## src/design/fcwl_pkg.sv

```systemverilog
// Shared types and constants for the front-coded word list decoder.
// Used by every module of the block but fcwl_ram; depends on nothing else.
package fcwl_pkg;

    localparam int BUFFER_SIZE = 64;
    localparam int MAX_CHARS   = BUFFER_SIZE - 1;
    localparam int ADDR_W      = $clog2(MAX_CHARS);
    localparam int CNT_W       = 6;
    localparam int CHAR_W      = 7;
    localparam int BYTE_W      = 8;
    localparam int LETTER_W    = 5;
    localparam int ID_W        = 16;

    // Character code of the letter a.
    localparam logic [BYTE_W-1:0] LETTER_BASE = 8'h61;

    typedef enum logic [2:0] {
        PH_IDLE,
        PH_COUNT,
        PH_CHARS,
        PH_IDHI,
        PH_IDLO,
        PH_DONE
    } phase_t;

    typedef struct packed {
        logic              en;
        logic [ADDR_W-1:0] addr;
        logic [CHAR_W-1:0] data;
    } store_wr_t;

    typedef struct packed {
        logic [CNT_W-1:0] len;
        logic [ID_W-1:0]  id;
    } word_cmd_t;

    typedef struct packed {
        logic [CHAR_W-1:0] word_char;
        logic [CNT_W-1:0]  char_position;
        logic [CNT_W-1:0]  word_length;
        logic [ID_W-1:0]   word_id;
        logic              last;
    } result_t;

endpackage

```

## src/design/front_coded_word_list_decoder.sv

```systemverilog
// Front-coded word list decoder: the byte front end, command queue, prefix store
// and emitter. Depends on fcwl_pkg, fcwl_ram, fcwl_cmdq, fcwl_front, fcwl_back.
//
// Input side: a port that takes one stream byte per beat (push while full is
// low), with section_start marking the first byte of a letter section.
// Result side: a queue; while empty is low the oldest character beat is on
// word_char, char_position, word_length, word_id and last; pop takes it.
// When a word's low id byte arrives, the word goes to a two-entry command queue
// and the emitter reads it from the prefix store at one character per cycle
// while the output queue has room; the first beat passes the command queue,
// word registers, read stage and output queue. Character bytes of the next word
// and section clears wait until the emitter has read out every queued word,
// since they rewrite the prefix store; copy counts and id bytes keep flowing,
// the low id byte only while the command queue has room. Reset is asynchronous
// and active low; it empties both queues and returns to idle, with the store
// reading as all zeros. When the receiver stalls, two beats collect in the
// output queue, then the emitter, and later full, wait.
module front_coded_word_list_decoder (
    input  logic                              clk,
    input  logic                              rst_n,
    input  logic                              push,
    output logic                              full,
    input  logic [fcwl_pkg::BYTE_W-1:0]       data_byte,
    input  logic                              section_start,
    input  logic [fcwl_pkg::LETTER_W-1:0]     letter_index,
    output logic                              empty,
    input  logic                              pop,
    output logic [fcwl_pkg::CHAR_W-1:0]       word_char,
    output logic [fcwl_pkg::CNT_W-1:0]        char_position,
    output logic [fcwl_pkg::CNT_W-1:0]        word_length,
    output logic [fcwl_pkg::ID_W-1:0]         word_id,
    output logic                              last
);
    import fcwl_pkg::*;

    store_wr_t            wr;
    logic                 cmd_push;
    word_cmd_t            cmd_in;
    logic                 cmd_full;
    logic                 cmd_valid;
    logic                 cmd_pop;
    word_cmd_t            cmd_head;
    logic                 back_busy;
    logic [MAX_CHARS-1:0] store_vld;
    logic                 rd_en;
    logic [ADDR_W-1:0]    rd_addr;
    logic [CHAR_W-1:0]    rd_data;
    result_t              result;

    fcwl_front u_front (
        .clk           (clk),
        .rst_n         (rst_n),
        .push          (push),
        .full          (full),
        .data_byte     (data_byte),
        .section_start (section_start),
        .letter_index  (letter_index),
        .back_busy     (back_busy),
        .cmd_full      (cmd_full),
        .wr            (wr),
        .cmd_push      (cmd_push),
        .cmd           (cmd_in),
        .store_vld     (store_vld)
    );

    fcwl_cmdq u_cmdq (
        .clk       (clk),
        .rst_n     (rst_n),
        .push      (cmd_push),
        .push_data (cmd_in),
        .full      (cmd_full),
        .pop       (cmd_pop),
        .valid     (cmd_valid),
        .head      (cmd_head)
    );

    fcwl_ram #(
        .WIDTH (CHAR_W),
        .DEPTH (MAX_CHARS)
    ) u_store (
        .clk     (clk),
        .wr_en   (wr.en),
        .wr_addr (wr.addr),
        .wr_data (wr.data),
        .rd_en   (rd_en),
        .rd_addr (rd_addr),
        .rd_data (rd_data)
    );

    fcwl_back u_back (
        .clk       (clk),
        .rst_n     (rst_n),
        .cmd_valid (cmd_valid),
        .cmd       (cmd_head),
        .cmd_pop   (cmd_pop),
        .rd_en     (rd_en),
        .rd_addr   (rd_addr),
        .rd_data   (rd_data),
        .store_vld (store_vld),
        .busy      (back_busy),
        .empty     (empty),
        .pop       (pop),
        .result    (result)
    );

    assign word_char     = result.word_char;
    assign char_position = result.char_position;
    assign word_length   = result.word_length;
    assign word_id       = result.word_id;
    assign last          = result.last;

endmodule

```

## src/design/fcwl_ram.sv

```systemverilog
// Generic single-write, single-read RAM with a registered read port.
// Stand-alone; holds the prefix characters of the decoder.
module fcwl_ram #(
    parameter int WIDTH = 8,
    parameter int DEPTH = 64
) (
    input  logic                     clk,
    input  logic                     wr_en,
    input  logic [$clog2(DEPTH)-1:0] wr_addr,
    input  logic [WIDTH-1:0]         wr_data,
    input  logic                     rd_en,
    input  logic [$clog2(DEPTH)-1:0] rd_addr,
    output logic [WIDTH-1:0]         rd_data
);

    logic [WIDTH-1:0] mem [DEPTH];
    logic [WIDTH-1:0] rd_data_reg;

    always_ff @(posedge clk)
    begin
        if (wr_en)
        begin
            mem[wr_addr] <= wr_data;
        end
        if (rd_en)
        begin
            rd_data_reg <= mem[rd_addr];
        end
    end

    assign rd_data = rd_data_reg;

endmodule

```

## src/design/fcwl_cmdq.sv

```systemverilog
// Two-entry queue of finished words between the byte front end and the emitter.
// Depends on fcwl_pkg for the word command type.
module fcwl_cmdq (
    input  logic               clk,
    input  logic               rst_n,
    input  logic               push,
    input  fcwl_pkg::word_cmd_t push_data,
    output logic               full,
    input  logic               pop,
    output logic               valid,
    output fcwl_pkg::word_cmd_t head
);
    import fcwl_pkg::*;

    word_cmd_t  mem_reg [2];
    logic       wp_reg, wp_next;
    logic       rp_reg, rp_next;
    logic [1:0] cnt_reg, cnt_next;
    logic       push_fire, pop_fire;

    assign full      = (cnt_reg == 2'd2);
    assign valid     = (cnt_reg != 2'd0);
    assign head      = mem_reg[rp_reg];
    assign push_fire = push && !full;
    assign pop_fire  = pop && valid;

    always_comb
    begin
        wp_next  = push_fire ? ~wp_reg : wp_reg;
        rp_next  = pop_fire ? ~rp_reg : rp_reg;
        cnt_next = cnt_reg + {1'b0, push_fire} - {1'b0, pop_fire};
    end

    always_ff @(posedge clk or negedge rst_n)
    begin
        if (!rst_n)
        begin
            wp_reg  <= 1'b0;
            rp_reg  <= 1'b0;
            cnt_reg <= 2'd0;
        end
        else
        begin
            wp_reg  <= wp_next;
            rp_reg  <= rp_next;
            cnt_reg <= cnt_next;
        end
    end

    always_ff @(posedge clk)
    begin
        if (push_fire)
        begin
            mem_reg[wp_reg] <= push_data;
        end
    end

endmodule

```

## src/design/fcwl_front.sv

```systemverilog
// Byte front end: parses copy counts, characters and ids, writes the prefix store
// and hands each finished word to the emitter. Depends on fcwl_pkg.
module fcwl_front (
    input  logic                              clk,
    input  logic                              rst_n,
    input  logic                              push,
    output logic                              full,
    input  logic [fcwl_pkg::BYTE_W-1:0]       data_byte,
    input  logic                              section_start,
    input  logic [fcwl_pkg::LETTER_W-1:0]     letter_index,
    input  logic                              back_busy,
    input  logic                              cmd_full,
    output fcwl_pkg::store_wr_t               wr,
    output logic                              cmd_push,
    output fcwl_pkg::word_cmd_t               cmd,
    output logic [fcwl_pkg::MAX_CHARS-1:0]    store_vld
);
    import fcwl_pkg::*;

    phase_t               phase_reg, phase_next;
    logic [CNT_W-1:0]     cnt_reg, cnt_next;
    logic [BYTE_W-1:0]    idhi_reg, idhi_next;
    logic [LETTER_W-1:0]  letter_reg, letter_next;
    logic                 first_reg, first_next;
    logic [CHAR_W-1:0]    prefix0_reg, prefix0_next;
    logic [MAX_CHARS-1:0] vld_reg, vld_next;
    logic                 clr_pend_reg, clr_pend_next;

    logic                 accept;
    logic                 clr_now;
    logic                 count_end;
    logic                 count_big;
    logic [CNT_W-1:0]     count_sat;
    phase_t               count_phase;
    logic [CNT_W-1:0]     cnt_inc;
    logic                 word_end;
    logic [CHAR_W-1:0]    char_dec;

    assign store_vld = vld_reg;
    assign cmd       = '{len: cnt_reg, id: {idhi_reg, data_byte}};

    // The store may only change once the emitter has read out every queued word.
    always_comb
    begin
        case (phase_reg)
            PH_IDLO:  full = cmd_full;
            PH_CHARS: full = back_busy || clr_pend_reg;
            default:  full = 1'b0;
        endcase
    end

    assign accept = push && !full;

    always_comb
    begin
        // A section start is always the first word, so only a zero count goes on.
        if (section_start || first_reg)
        begin
            count_end = (data_byte != '0);
        end
        else
        begin
            count_end = (data_byte == '0) &&
                        ({1'b0, prefix0_reg} == LETTER_BASE + {3'b000, letter_reg});
        end
        count_big   = (data_byte >= BYTE_W'(MAX_CHARS));
        count_sat   = count_big ? CNT_W'(MAX_CHARS) : data_byte[CNT_W-1:0];
        count_phase = count_end ? PH_DONE : (count_big ? PH_IDHI : PH_CHARS);
        cnt_inc     = cnt_reg + CNT_W'(1);
        word_end    = data_byte[BYTE_W-1] || (cnt_inc == CNT_W'(MAX_CHARS));
        char_dec    = ~data_byte[CHAR_W-1:0];
    end

    always_comb
    begin
        phase_next    = phase_reg;
        cnt_next      = cnt_reg;
        idhi_next     = idhi_reg;
        letter_next   = letter_reg;
        first_next    = first_reg;
        prefix0_next  = prefix0_reg;
        vld_next      = vld_reg;
        clr_pend_next = clr_pend_reg;
        wr            = '0;
        cmd_push      = 1'b0;

        clr_now = clr_pend_reg && !back_busy;
        if (clr_now)
        begin
            vld_next      = '0;
            prefix0_next  = '0;
            clr_pend_next = 1'b0;
        end

        if (accept)
        begin
            if (section_start)
            begin
                letter_next   = letter_index;
                first_next    = 1'b1;
                clr_pend_next = 1'b1;
                phase_next    = count_phase;
                if (!count_end)
                begin
                    cnt_next = count_sat;
                end
            end
            else
            begin
                case (phase_reg)
                    PH_COUNT:
                    begin
                        phase_next = count_phase;
                        if (!count_end)
                        begin
                            cnt_next = count_sat;
                        end
                    end
                    PH_CHARS:
                    begin
                        wr.en   = 1'b1;
                        wr.addr = cnt_reg[ADDR_W-1:0];
                        wr.data = char_dec;
                        vld_next[cnt_reg[ADDR_W-1:0]] = 1'b1;
                        if (cnt_reg == '0)
                        begin
                            prefix0_next = char_dec;
                        end
                        cnt_next = cnt_inc;
                        if (word_end)
                        begin
                            // The entry just past the word reads as zero from now on.
                            if (cnt_inc < CNT_W'(MAX_CHARS))
                            begin
                                vld_next[cnt_inc[ADDR_W-1:0]] = 1'b0;
                            end
                            phase_next = PH_IDHI;
                        end
                    end
                    PH_IDHI:
                    begin
                        idhi_next  = data_byte;
                        phase_next = PH_IDLO;
                    end
                    PH_IDLO:
                    begin
                        cmd_push   = 1'b1;
                        first_next = 1'b0;
                        phase_next = PH_COUNT;
                    end
                    default:
                    begin
                    end
                endcase
            end
        end
    end

    always_ff @(posedge clk or negedge rst_n)
    begin
        if (!rst_n)
        begin
            phase_reg    <= PH_IDLE;
            cnt_reg      <= '0;
            idhi_reg     <= '0;
            letter_reg   <= '0;
            first_reg    <= 1'b1;
            prefix0_reg  <= '0;
            vld_reg      <= '0;
            clr_pend_reg <= 1'b0;
        end
        else
        begin
            phase_reg    <= phase_next;
            cnt_reg      <= cnt_next;
            idhi_reg     <= idhi_next;
            letter_reg   <= letter_next;
            first_reg    <= first_next;
            prefix0_reg  <= prefix0_next;
            vld_reg      <= vld_next;
            clr_pend_reg <= clr_pend_next;
        end
    end

    a_store_write_quiet: assert property (@(posedge clk) disable iff (!rst_n)
        wr.en |-> !back_busy && !clr_pend_reg)
        else $error("prefix store written while the emitter may still read it");

    a_cmd_room: assert property (@(posedge clk) disable iff (!rst_n)
        cmd_push |-> !cmd_full)
        else $error("word handed over while the command queue is full");

    a_chars_in_range: assert property (@(posedge clk) disable iff (!rst_n)
        phase_reg == PH_CHARS |-> cnt_reg < CNT_W'(MAX_CHARS))
        else $error("character count out of range while reading characters");

endmodule

```

## src/design/fcwl_back.sv

```systemverilog
// Emitter: reads each queued word from the prefix store one character per cycle
// while the result beats' two-entry output queue has room. Depends on fcwl_pkg.
module fcwl_back (
    input  logic                           clk,
    input  logic                           rst_n,
    input  logic                           cmd_valid,
    input  fcwl_pkg::word_cmd_t            cmd,
    output logic                           cmd_pop,
    output logic                           rd_en,
    output logic [fcwl_pkg::ADDR_W-1:0]    rd_addr,
    input  logic [fcwl_pkg::CHAR_W-1:0]    rd_data,
    input  logic [fcwl_pkg::MAX_CHARS-1:0] store_vld,
    output logic                           busy,
    output logic                           empty,
    input  logic                           pop,
    output fcwl_pkg::result_t              result
);
    import fcwl_pkg::*;

    logic             active_reg, active_next;
    logic [CNT_W-1:0] pos_reg, pos_next;
    logic [CNT_W-1:0] len_reg, len_next;
    logic [ID_W-1:0]  id_reg, id_next;

    logic             s1_vld_reg;
    logic [CNT_W-1:0] s1_pos_reg;
    logic             s1_last_reg;
    logic             s1_entv_reg;

    result_t          ob_mem_reg [2];
    logic             ob_wp_reg, ob_rp_reg;
    logic [1:0]       ob_cnt_reg, ob_cnt_next;

    logic             pop_fire;
    logic [1:0]       occ;
    logic             issue;
    logic             last_issue;
    logic             load;
    result_t          s1_result;

    assign empty    = (ob_cnt_reg == 2'd0);
    assign result   = ob_mem_reg[ob_rp_reg];
    assign pop_fire = pop && !empty;
    assign busy     = cmd_valid || active_reg;

    // Occupancy counts beats in flight from the store, so a read is only issued
    // when the output queue is sure to have room for its data.
    assign occ        = ob_cnt_reg + {1'b0, s1_vld_reg} - {1'b0, pop_fire};
    assign issue      = active_reg && (occ < 2'd2);
    assign last_issue = (pos_reg == len_reg - CNT_W'(1));
    assign load       = !active_reg && cmd_valid;
    assign cmd_pop    = load;
    assign rd_en      = issue;
    assign rd_addr    = pos_reg[ADDR_W-1:0];

    always_comb
    begin
        active_next = active_reg;
        pos_next    = pos_reg;
        len_next    = len_reg;
        id_next     = id_reg;
        if (load)
        begin
            active_next = (cmd.len != '0);
            pos_next    = '0;
            len_next    = cmd.len;
            id_next     = cmd.id;
        end
        else if (issue)
        begin
            pos_next = pos_reg + CNT_W'(1);
            if (last_issue)
            begin
                active_next = 1'b0;
            end
        end
        ob_cnt_next = ob_cnt_reg + {1'b0, s1_vld_reg} - {1'b0, pop_fire};
    end

    // Entries never written since the section start read as zero.
    always_comb
    begin
        s1_result.word_char     = s1_entv_reg ? rd_data : '0;
        s1_result.char_position = s1_pos_reg;
        s1_result.word_length   = len_reg;
        s1_result.word_id       = id_reg;
        s1_result.last          = s1_last_reg;
    end

    always_ff @(posedge clk or negedge rst_n)
    begin
        if (!rst_n)
        begin
            active_reg <= 1'b0;
            s1_vld_reg <= 1'b0;
            ob_wp_reg  <= 1'b0;
            ob_rp_reg  <= 1'b0;
            ob_cnt_reg <= 2'd0;
        end
        else
        begin
            active_reg <= active_next;
            s1_vld_reg <= issue;
            ob_cnt_reg <= ob_cnt_next;
            if (s1_vld_reg)
            begin
                ob_wp_reg <= ~ob_wp_reg;
            end
            if (pop_fire)
            begin
                ob_rp_reg <= ~ob_rp_reg;
            end
        end
    end

    always_ff @(posedge clk)
    begin
        pos_reg <= pos_next;
        len_reg <= len_next;
        id_reg  <= id_next;
        if (issue)
        begin
            s1_pos_reg  <= pos_reg;
            s1_last_reg <= last_issue;
            s1_entv_reg <= store_vld[pos_reg[ADDR_W-1:0]];
        end
        if (s1_vld_reg)
        begin
            ob_mem_reg[ob_wp_reg] <= s1_result;
        end
    end

    a_queue_bound: assert property (@(posedge clk) disable iff (!rst_n)
        ({1'b0, ob_cnt_reg} + {2'b00, s1_vld_reg}) <= 3'd2)
        else $error("output queue plus reads in flight exceed its two entries");

    a_data_follows_read: assert property (@(posedge clk) disable iff (!rst_n)
        s1_vld_reg |-> $past(rd_en))
        else $error("store data taken without a read the cycle before");

    a_last_at_end: assert property (@(posedge clk) disable iff (!rst_n)
        (!empty && result.last) |->
            (result.char_position == result.word_length - CNT_W'(1)))
        else $error("last beat is not the final character of its word");

endmodule

```

## config.mk

```make
export PLATFORM = sky130hd
export DESIGN_NAME = front_coded_word_list_decoder
export DESIGN_NICKNAME = d
export VERILOG_FILES = /design/src/design/fcwl_pkg.sv /design/src/design/front_coded_word_list_decoder.sv /design/src/design/fcwl_ram.sv /design/src/design/fcwl_cmdq.sv /design/src/design/fcwl_front.sv /design/src/design/fcwl_back.sv
export SDC_FILE = /design/constraint.sdc
export NUM_CORES = 1
export LEC_CHECK = 0
export BUFFER_PORTS_ARGS = -buffer_cell sky130_fd_sc_hd__buf_2
export CORE_UTILIZATION = 54
export DETAILED_ROUTE_END_ITERATION = 6
export PLACE_DENSITY = 0.7
export SETUP_SLACK_MARGIN = 0.15
export SLEW_MARGIN = 20
export SYNTH_ARGS = -nofsm -noshare
export SYNTH_HDL_FRONTEND = slang
export SYNTH_HIERARCHICAL = 1
export SYNTH_SLANG_ARGS = --single-unit
```

## constraint.sdc

```tcl
create_clock -name clk -period 4.23 [get_ports clk]
set_clock_uncertainty 0.05 [all_clocks]
set_input_delay 0.846 -clock clk [delete_from_list [all_inputs] [get_ports clk]]
set_output_delay 0.846 -clock clk [all_outputs]
set_load 0.02 [all_outputs]
```

-- After elaboration in Yosys (flattened, before gate mapping)
Memory sizes are Yosys's and may differ from the RTL's. A register that Yosys moved wholly into a read port is not among the register bits.
Cells that the tools add are included.
- register bits: 140
- memory bits (writable): 557
- output and inout port bits: 38
- memories kept: 3
- add/sub/neg operators: 8
- $lt $le $gt $ge: 8
- equal/unequal tests: 9
- mux-type cells: 49
- bitwise gates (word level): 9
- reductions and logical operators: 36
- memory list (memory ; words ; bits a word ; rd ports ; clocked after memory_dff ; wr ports ; RTL line ; source):
    u_store.mem ; 63 ; 7 ; 1 ; 1 ; 1 ; fcwl_ram.sv:16 ; logic [WIDTH-1:0] mem [DEPTH];
    u_back.ob_mem_reg ; 2 ; 36 ; 1 ; 0 ; 1 ; fcwl_back.sv:30 ; result_t ob_mem_reg [2];
    u_cmdq.mem_reg ; 2 ; 22 ; 1 ; 0 ; 1 ; fcwl_cmdq.sv:15 ; word_cmd_t mem_reg [2];
- operator list (operator ; count):
    2-to-1 mux 63 bit ; 6
    AND 63 bit ; 1
    inverter 63 bit ; 1
    OR 63 bit ; 1
    2-to-1 mux 14 bit ; 3
    2-to-1 mux 7 bit ; 6
    2-to-1 mux 1 bit ; 22
    < comparator 6 x 7 -> 1 bit, second input constant ; 3
    2-to-1 mux 6 bit ; 3
    adder 6 x 1 -> 6 bit, second input constant ; 2
    demux 1 bit (select 6 bit) ; 2
    >= comparator 6 x 1 -> 1 bit, second input constant ; 2
    case mux 3 bit (4 select lines) ; 1
    case mux 6 bit (2 select lines) ; 1
    logical AND 1 bit ; 10
    2-to-1 mux 3 bit ; 3
    adder 7 x 5 -> 8 bit, first input constant ; 1
    == test 7 x 8 -> 1 bit ; 1
    >= comparator 8 x 6 -> 1 bit, second input constant ; 1
    logical NOT 8 bit ; 1
    AND reduction 2 bit ; 4
    nonzero test 2 bit ; 4
    nonzero test 8 bit ; 1
    inverter 7 bit ; 1
    23 further kinds ; 38

-- Logic depth before layout (Yosys ltp)
- depth in word-level cells: 12
- gate-level depth with buffers: 11
- gate-level depth less buffers: 11

-- By module
The synthesis kept the hierarchy.
- modules (own cells, without submodules) (module ; instances ; cells an instance ; area an instance (µm²)):
    fcwl_ram ; 1 ; 799 ; 17543.1
    fcwl_front ; 1 ; 508 ; 4887.2
    fcwl_back ; 1 ; 269 ; 4815.9
    fcwl_cmdq ; 1 ; 86 ; 1868.0

-- Least setup slack after synthesis
OpenSTA, ideal clock, no wires.
- path type: input port to flip-flop
- from: input section_start
- to: memory u_store/mem[0][0] (netlist name) (data pin)
- library setup time: 0.494 ns
- data arrival time: 3.098 ns
- data required time: 3.686 ns
- path slack: 0.588 ns
- cell stages on the path: 6
- buffers on the path: 2
- cell sequence: or2_1 -> clkbuf_1 -> nor2_1 -> nand2_1 -> buf_2 -> nor2_1
- RTL lines (what ; RTL line ; source):
    start, declared ; front_coded_word_list_decoder.sv:24 ; input logic section_start,
    end, declared ; fcwl_ram.sv:16 ;

==> impl_metrics.yaml <==
outcome:
  status: "finished with violations"
  failed_checks: "design-rule violations"
global_route:
  grt_start_max_net_pins: 71
  antenna_found_initial: 1
  grt_pass1_wl_um: 97200
  track_usage: 0.243
  grt_pass1_vias: 15700
  overflow: 0
setup_path:
  setup.worst_path.end_class: "register"
  startpoint_type: "register"
  cpMaxStageDelayCell: "nor2_1"
  path_cells: "or2_4, or2_2, nor2_1, o221a_2, nand2_1, inv_2, nor2b_1, nand2_1, nor2_1"
  reg2reg_depth: 9
  crit-reg2reg-launch: "u_cmdq/cnt_reg[1]"
  reg2reg_slack_ps: 420
  cp.arrival_ps: 3990
  max_stage_delay_ps: 680
  cp_max_fo: 13
  worstSetupPathType: "reg -> reg"
  cp.required_ps: 4410
  r2r-end: "u_store/mem[9][5]"
floorplanning:
  fp.dieH_um: 234
  dieArea_um2: 54800
  die_w_um: 234
  rows: 84
  start_util: 0.551
  io_pins: 56
  core_area_um2: 52900
synthesis:
  synthCells: 1662
  synth_warnings: 6
  synth_edf_count: 594
  synth.avg_cell_area_um2: 17.5
  synth_ff_type: "edfxtp_1"
  synth.distinct_cells: 79
  synth-seq-area-share: 0.706
  async_flop_share: 0.148
  syn_nets: 1690
  netlist_area_um2: 29100
  ys_seq_elements: 704
min_path:
  hold_path.class: "in -> async"
placed_design:
  hpwlAfterDp_um: 40400
  routabilityCongestion: 0.911
  place_ws_ps: 279
  numPortBuffers: 55
power:
  p_total_mw: 20.1
  p_sw_frac: 0.301
  max-vdd-ir-drop_mv: 0.326
  p_clk_frac: 0.305
  p_comb_frac: 0.242
  leakage_nw: 10.4
  switching_power_mw: 6.06
  seqPwrFrac: 0.453
  p_int_mw: 14.1
  p_per_area_nw_per_um2: 620
timing:
  setup_viol: 0
  finalSetupTns_ps: 0
  maxSlewViolCount: 0
  slew_headroom: 0.290
  finalCritPeriodShare: 0.901
  finalHoldViolations: 0
  post-route-min-period_ps: 3810
  fmax_ghz: 0.262
  worstMarginPinSlew_ps: 1060
  fin_ws_ps: 420
  rsz0062_at_grt: "no"
layout:
  antenna_cells: 0
  nNetsFinal: 1764
  multi_input_area_um2: 7980
  drive_gt1_frac: 0.245
  fin_util: 0.614
  largest_reg_flops: 441
  nFillCells: 3686
  regArea_um2: 20600
  area_growth_pct: 11.5
route:
  wl_um: 64700
  num_vias: 15600
  vias_per_cell: 6.30
  firstDrtPassIters: 7
  drcViolationCount: 3
  drtAntennaViolNets: 0
  drt_iter0_drc: 1807
  wire_per_inst_um: 26.1
clock_tree:
  clock_sinks: 704
  path_clk_slew_ps: 60
  cts_tree: "built"
  clk_latency_ps: 600
  postCtsSetupBuffers: 0
  cts_made_buffers: 71
  cts_hold_buf: 0
  cts_root_buffer: "clkbuf_16"
  ctsResizeCount: 0
  clockBufferDepth: 3
  cts_max_level: 3
job:
  cap_violations: 0
Yosys cell counts, types with 8 or more instances:
library cell / n / area (um2)
a21oi_1: 75 / 375
a22oi_1: 60 / 450
a31oi_1: 8 / 50.1
a32oi_1: 9 / 78.8
and2_1: 13 / 81.3
and3_1: 13 / 81.3
buf_2: 22 / 110
buf_4: 16 / 120
buf_6: 11 / 124
clkbuf_1: 52 / 195
dfrtp_1: 103 / 2580
edfxtp_1: 594 / 17800
ha_1: 10 / 125
inv_1: 14 / 52.6
mux2_2: 57 / 642
mux2_4: 20 / 300
mux2i_1: 22 / 220
mux4_1: 17 / 447
mux4_2: 118 / 2660
nand2_1: 46 / 173
nand2b_1: 15 / 93.8
nand3_1: 24 / 120
nand4_1: 9 / 56.3
nor2_1: 121 / 454
nor2b_1: 26 / 163
nor3_1: 15 / 75.1
o21ai_0: 27 / 135
o21ai_1: 9 / 45.0
xnor2_1: 11 / 96.3
xor2_1: 18 / 158
worst max path at each step:
stage                       from                 to  cells after the start
6_report       u_cmdq/cnt_reg[1]  u_store/mem[9][5]                      9
3_3_place_gp       section_start  u_store/mem[9][1]                      8
5_1_grt        u_cmdq/cnt_reg[1]  u_store/mem[9][0]                      9
2_1_floorplan      section_start  u_store/mem[0][0]                      6
3_5_place_dp       section_start  u_store/mem[9][5]                      8
4_1_cts        u_cmdq/cnt_reg[1]  u_store/mem[9][5]                      9
routing by layer:
layer  vias to the layer above  global-route usage  wire (um)
li1                       6761                   -          -
met1                      7949               0.349      26700
met2                       761               0.372      30200
met3                       144              0.0540       5900
met4                         2              0.0812       1850
met5                         -                   0         13
critical path, delay by kind of cell, from the launching register on:
family	cells	cell delay [ps]
flip-flops	1	400
AND/OR/NAND/NOR	7	2380
AO/OA/AOI/OAI	1	410
buffers and inverters	1	190
layout make-up:
| cell class | count | share of cell area |
|---|---|---|
| Sequential cell | 704 | 0.634 |
| Clock buffer | 94 | 0.0600 |
| Inverter | 15 | 0.00173 |
| Clock inverter | 33 | 0.0101 |
| Tap cell | 688 | 0.0265 |
| Multi-Input combinational cell | 835 | 0.246 |
| Timing Repair Buffer | 109 | 0.0224 |
through the flow:
step                instances  hold WS [ps]  instance area [um2]
finish                   2478           196                32500
global route             2478           224                32500
CTS                      2477           190                32400
global placement         2350           376                30200
detailed placement       2350           380                30200
floorplan                1662           371                29100
power by group through the flow:
| stage | clock network, mW | logic [mW] | registers (mW) |
|---|---|---|---|
| detailed placement | 0 | 4.85 | 9.26 |
| global route | 6.51 | 5.19 | 9.20 |
| CTS | 6.25 | 4.87 | 9.12 |
| global placement | 0 | 4.78 | 9.21 |
| floorplan | 0 | 4.00 | 8.63 |
| finish | 6.13 | 4.87 | 9.12 |
logic make-up (layout without fill, tap and decap cells):
family | Yosys count | in the layout | share of synthesized area
AO/OA/AOI/OAI | 237 | 237 | 0.0542
XOR/XNOR | 30 | 30 | 0.00950
adder cells (fa/ha/maj) | 10 | 10 | 0.00430
buffers and inverters | 123 | 251 | 0.0221
flip-flops | 704 | 704 | 0.706
multiplexers | 237 | 237 | 0.148
AND/OR/NAND/NOR | 321 | 321 | 0.0560
cell usage in the layout (no fill, tap or decap), types with 18 or more instances in the layout:
cell type / n
edfxtp_1: 594
mux4_2: 118
nor2_1: 113
dfrtp_1: 103
a21oi_1: 75
clkbuf_16: 74
a22oi_1: 60
mux2_2: 57
buf_2: 54
buf_4: 52
nand2_1: 46
o21ai_0: 27
nor2b_1: 24
nand3_1: 24
mux2i_1: 22
mux2_4: 20
clkbuf_1: 18
xor2_1: 18
(Power assumes the default switching activity.)
